[src/rtl/core/ranked_multiset_with_floor_core_macros.svh]
// Assertion macros for the ranked multiset core.
// Used by the controller and the datapath; no other dependencies.
`ifndef RANKED_MULTISET_WITH_FLOOR_CORE_MACROS_SVH
`define RANKED_MULTISET_WITH_FLOOR_CORE_MACROS_SVH

// Clocked assertion, disabled during reset.
`define RMF_ASSERT(lbl, clk, rst, prop, msg) \
   lbl: assert property (@(posedge clk) disable iff (rst) prop) else $error(msg);

// Next-cycle implication built on the one above.
`define RMF_ASSERT_NEXT(lbl, clk, rst, ante, cons, msg) \
   `RMF_ASSERT(lbl, clk, rst, (ante) |=> (cons), msg)

`endif

[src/rtl/core/rmf_pkg.sv]
// Shared types and constants of the ranked multiset core.
// No dependencies.
package rmf_pkg;
   localparam int CAPACITY_DEF = 1024;
   localparam int VAL_W        = 32;
   localparam int AMT_W        = 31;

   typedef enum logic [1:0] {
      ACT_INSERT = 2'd0,
      ACT_RAISE  = 2'd1,
      ACT_LOWER  = 2'd2,
      ACT_QUERY  = 2'd3
   } action_type;

   typedef struct packed {
      logic load;
      logic setup;
      logic rd;
      logic wr;
      logic finish;
   } cmd_type;

   typedef struct packed {
      logic skip;
      logic at_bottom;
      logic stop;
      logic to_finish;
   } status_type;
endpackage

[src/rtl/core/rmf_ctrl.sv]
// Sequencing state machine of the ranked multiset core.
// Depends on rmf_pkg and the assertion macro header.
`include "ranked_multiset_with_floor_core_macros.svh"
module rmf_ctrl (
   input  logic               clock,
   input  logic               reset,
   input  logic               start,
   input  rmf_pkg::status_type st,
   output rmf_pkg::cmd_type    cmd,
   output logic               busy,
   output logic               strobe
);
   import rmf_pkg::*;

   typedef enum logic [5:0] {
      ST_IDLE   = 6'b000001,
      ST_SETUP  = 6'b000010,
      ST_RD     = 6'b000100,
      ST_WR     = 6'b001000,
      ST_FINISH = 6'b010000,
      ST_RESULT = 6'b100000
   } state_type;

   state_type state_ff, state_in;

   always_comb begin
      state_in = state_ff;
      cmd      = '0;
      case (state_ff)
         ST_IDLE: begin
            if (start) begin
               cmd.load = 1'b1;
               state_in = ST_SETUP;
            end
         end
         ST_SETUP: begin
            cmd.setup = 1'b1;
            state_in  = st.skip ? ST_RESULT : ST_RD;
         end
         ST_RD: begin
            cmd.rd   = 1'b1;
            state_in = st.at_bottom ? ST_RESULT : ST_WR;
         end
         ST_WR: begin
            cmd.wr = 1'b1;
            if (st.stop) begin
               state_in = st.to_finish ? ST_FINISH : ST_RESULT;
            end else begin
               state_in = ST_RD;
            end
         end
         ST_FINISH: begin
            cmd.finish = 1'b1;
            state_in   = ST_RESULT;
         end
         ST_RESULT: begin
            state_in = ST_IDLE;
         end
         default: begin
            state_in = ST_IDLE;
         end
      endcase
   end

   always_ff @(posedge clock) begin
      if (reset) begin
         state_ff <= ST_IDLE;
      end else begin
         state_ff <= state_in;
      end
   end

   assign busy   = (state_ff != ST_IDLE);
   assign strobe = (state_ff == ST_RESULT);

   `RMF_ASSERT_NEXT(a_start_setup, clock, reset, start && !busy, state_ff == ST_SETUP, "start not taken")
   `RMF_ASSERT_NEXT(a_result_idle, clock, reset, strobe, !busy, "result not followed by idle")
   `RMF_ASSERT(a_wr_after_rd, clock, reset, state_ff == ST_WR |-> $past(state_ff) == ST_RD, "write step without read")
endmodule

[config.mk]
export PLATFORM = sky130hd
export DESIGN_NAME = rmf_ctrl
export DESIGN_NICKNAME = d
export VERILOG_FILES = /design/src/rtl/core/rmf_pkg.sv /design/src/rtl/core/rmf_ctrl.sv
export VERILOG_INCLUDE_DIRS = /design/src /design/src/rtl/core
export SDC_FILE = /design/constraint.sdc
export NUM_CORES = 1
export LEC_CHECK = 0
export BUFFER_PORTS_ARGS = -buffer_cell sky130_fd_sc_hd__clkbuf_2
export CELL_PAD_IN_SITES_DETAIL_PLACEMENT = 0
export CELL_PAD_IN_SITES_GLOBAL_PLACEMENT = 2
export CORE_MARGIN = 1.5
export CORE_UTILIZATION = 25
export CTS_CLUSTER_DIAMETER = 50
export CTS_CLUSTER_SIZE = 28
export DETAILED_ROUTE_END_ITERATION = 7
export GPL_ROUTABILITY_DRIVEN = 0
export HOLD_SLACK_MARGIN = 0.12
export MAX_ROUTING_LAYER = met4
export PLACE_DENSITY_LB_ADDON = 0.08
export SYNTH_ARGS = -nofsm -noshare
export SYNTH_HDL_FRONTEND = slang
export SYNTH_SLANG_ARGS = --single-unit
[constraint.sdc]
create_clock -name clock -period 1.7 [get_ports clock]
set_input_delay 0.085 -clock clock [delete_from_list [all_inputs] [get_ports clock]]
set_output_delay 0.085 -clock clock [all_outputs]
set_load 0.02 [all_outputs]
# Word-level counts from Yosys, hierarchy flattened
# Index checks and enable logic that the tools add are counted.
word_totals:
  output_inout_bits: 7
  input_bits: 7
  wordCells: 21
  regBits: 6
classes:
  n_mux: 12
  n_eq_ne: 8
op_table:
  columns: ["cell", "count"]
  rows:
  - ["$mux 6", 5]
  - ["$pmux 6 s5", 1]
  - ["$eq 6x1->1 const B", 1]
  - ["$eq 6x2->1 const B", 1]
  - ["$eq 6x3->1 const B", 1]
  - ["$eq 6x4->1 const B", 1]
  - ["$eq 6x5->1 const B", 1]
  - ["$eq 6x6->1 const B", 1]
  - ["$mux 1", 6]
  - ["$ne 6x1->1 const B", 1]
  - ["$ne 2x2->1 const B", 1]

# Longest topological paths before layout
logic_depth:
  word_depth: 3
  depth_mapped: 4
  mapped_depth_nobuf: 4

# Least setup slack after synthesis
# Ideal clock, no wire load.
synth_path:
  path_type: "register -> register"
  startpoint: "register state_ff[4]"
  endpoint: "register state_ff[5]"
  n_path_buf: 0
  arrival_time_ns: 1.548
  period_less_slack_ns: 1.618
  setup_slack_ns: 0.082
  setup_ns: 0.070
  stages_incl_launch_ff: 5
  required_ns: 1.630
  path_cell_list: "dfxtp_1 or4_4 nor3b_2 a221oi_2 a21oi_1"
synth_between:
  elab_chain_cells: 2
  word_cells_on_any_way: 7
  classes_between: "eq/ne: 6; mux: 1"
synth_lines:
  columns: ["item", "line", "text"]
  rows:
  - ["start: declaration", "rmf_ctrl.sv:24", "state_type state_ff, state_in;"]
  - ["start signal: assignment", "rmf_ctrl.sv:69", "state_ff <= state_in;"]
  - ["$eq 6x5->1, or another cell as far along", "rmf_ctrl.sv:29", "case (state_ff)"]
  - ["$pmux 6 s5 / $ne 2x2->1 (equally long branches)", null, null]
# Parallel ways exist; a longest one is shown, timed or not.
# A chain may end at the register's enable or synchronous reset.

==> metrics.txt <==
Die Area 1730 sq um; drt drc 0; DRT antenna net count 0; critical path's top delay family simple AND/OR/NAND/NOR gates; Peak VDD IR 0.345 mV; combinational share of power 22.9%; initial antenna violation count 0; area of the mapped netlist 373 sq um; DRT iter0 DRCs 2; Crit Path Class reg2out; Synth Net Count 46; syn avg cell area 9.56 sq um; Worst EP required 1.62 ns; gr usage total 12.4%; routed vias 390; site row count 13; number of max-cap violations 0; first-pass GRT wire length 1600 um; Syn-to-layout area delta 58.7%; R2R depth 5; Final nets 73; Synth Register Bits 6; Simple-Gate Fraction of Synth Area 48.0%; adder-cell share of the synthesized area 0%; worst hold path type in2reg; Final Max Slew Viols 0; Worst Setup Start Kind flop; Util after Layout 43.8%; Reg clk slew, reported paths 0.04 ns; pin count of the biggest net entering global routing 9; CP Buf/Inv Count 1; Final setup viols 0; ordered cell list for the critical path or4_4 -> nor3b_4 -> buf_6; vias in the first global route 388; routed wire length 962 um; drt wl/cell 12.2 um; I/O pins 14; hold path startpoint st[3]; Worst-Skew Late Latency 0.24 ns; Ys Warns 0; die height 41.6 um; top cell type by total area after synthesis dfxtp_1; FF-to-FF End state_ff[5]; Distinct cells, synth 21; worst reg2reg path startpoint state_ff[5]; Tmin final 1.67 ns; max FFs per register 6; Clock power frac 34.7%; met3 Resource Use GR 1.74%; Synth Area in XOR/XNOR 2.35%; Sw Ratio 27.0%; DP HPWL 718 um; Setup crit end kind output port; Crit Path Max Fanout 4; Worst Hold Path Cells 3; r2r setup slk 0.09 ns; IO Port Bufs 13; Final Cycle Share 98.3%; core area 1350 sq um; H-Tree Depth 1; register share of total power 42.4%; Sinks on Clock Net 6; Starting Density 27.6%; Seq/Total Area, Yosys 32.2%; Synth area leaders dfxtp_1, nor3b_2, nand3b_1; CP peak stage delay 0.57 ns; mux share of post-synthesis cell area 0%; CTS max path bufs 2; met2 Use GR 20.0%; status completed; cells after synthesis 39; CP max-delay cell or4_4; Hold Path End state_ff[5]; share of post-route cells with drive strength above 1 53.1%; Die W 41.6 um; Remaining Overflow, GRT 0; largest family of logic cells by synthesized area simple AND/OR/NAND/NOR gates; root buffer cell clkbuf_4; clk_skew 0.000218 ns; Slew HR 77.3%; fmax 598 MHz; vias per cell 4.94; largest registers state_ff x6; Switch Pwr 0.0000997 W; Num CTS Buffers 3; unrepaired setup endpoints after global routing true; Initial DRT Pass Iterations 2; post-synth top area share 32.2%; ANT cells 0; layer with the highest usage met2; worst-margin pin slew 0.340 ns; Static Leakage 0.250 nW; setup tns final 0 ns; power per cell area 623 nW/um^2; met1 Resource Use GR 14.3%; Data arrival, critical path 1.59 ns; TritonCTS clock tree yes; post-synthesis compound-gate area fraction 14.4%; Internal 0.000269 W; register name with the most flops state_ff; Final Hold Viols 0
cell usage after synthesis (all sizes together):
cell type / instances
a21oi: 1
a221oi: 1
a22oi: 2
a311o: 1
a31o: 1
and2: 1
and3b: 2
dfxtp: 6
inv: 3
nand3: 1
nand3b: 3
nor2: 4
nor2b: 1
nor3: 2
nor3b: 6
nor4: 1
or4: 2
xor2: 1
cells in the final DEF (no fill, tap or decap), drive strengths merged, types with 3 or more instances in the layout:
cell         synthesis  layout
nand3b               3       3
inv                  3       3
dfxtp                6       6
clkbuf               0      13
nor2                 4       4
buf                  0       8
nor3b                6       6
dlygate4sd3          0       4
cell families (layout without fill, tap and decap cells):
kind of cell,after synthesis,count (layout)
simple gates,23,23
compound gates,6,6
flops,6,6
buf+inv,3,28
xor+xnor,1,1
per-stage QoR:
step,instances,area [sq um],power [W],worst slack [ns],hold WS [ns]
finish,79,592,0.000369,0.0290,0.174
CTS,75,536,0.000372,-0.0394,0.171
global route,79,592,0.000393,-0.0378,0.212
detailed placement,67,457,0.000232,0.169,0.280
floorplan,39,373,0.000207,0.0818,0.156
global placement,67,457,0.000231,0.207,0.262
layer usage:
layer  vias to the layer above  part of all wire [%]
met5                         -                     0
met4                         0                   2.2
met3                         3                   5.0
met2                        14                    45
met1                       176                    48
li1                        197                     -
worst reg2reg max path, cell delays in order (launching register included):
cell and delay, ns:
dfxtp_4 0.35, or4_4 0.57, nor3b_4 0.27, buf_4 0.15, a221oi_2 0.04, a21oi_1 0.15
worst max-delay path by stage:
stage / startpoint / to / slack (ns) / cells after the start
2_1_floorplan: state_ff[4] / state_ff[5] / 0.08 / 4
3_3_place_gp: state_ff[4] / cmd[2] / 0.21 / 3
3_5_place_dp: state_ff[4] / state_ff[5] / 0.17 / 4
4_1_cts: state_ff[4] / cmd[2] / -0.04 / 3
5_1_grt: state_ff[1] / cmd[0] / -0.04 / 3
6_report: state_ff[5] / cmd[2] / 0.03 / 3
power by group through the flow:
stage	clock, W	combinational [W]	sequential [W]
after CTS	0.000134	0.0000821	0.000156
after detailed placement	0	0.0000736	0.000159
after global routing	0.000144	0.0000915	0.000157
final	0.000128	0.0000844	0.000156
after global placement	0	0.0000720	0.000159
after floorplan	0	0.0000510	0.000156
cell type report:
type                    instances  area (sq um)
multi-input cells              30           258
fillers                       151           758
repair buffers                 22           154
flip-flops and latches          6           128
inverters                       3          11.3
clock buffers                   3          22.5
well taps                      15          18.8
repair_timing:
action                     in CTS  in global routing
pin swaps                       1                  3
buffers inserted                1                  4
setup endpoints to repair       3                  6
hold buffers                    4                  0
resized for setup               2                 13
hold endpoints to repair        3                  0
No activity file was read; power rests on OpenSTA's default activity.
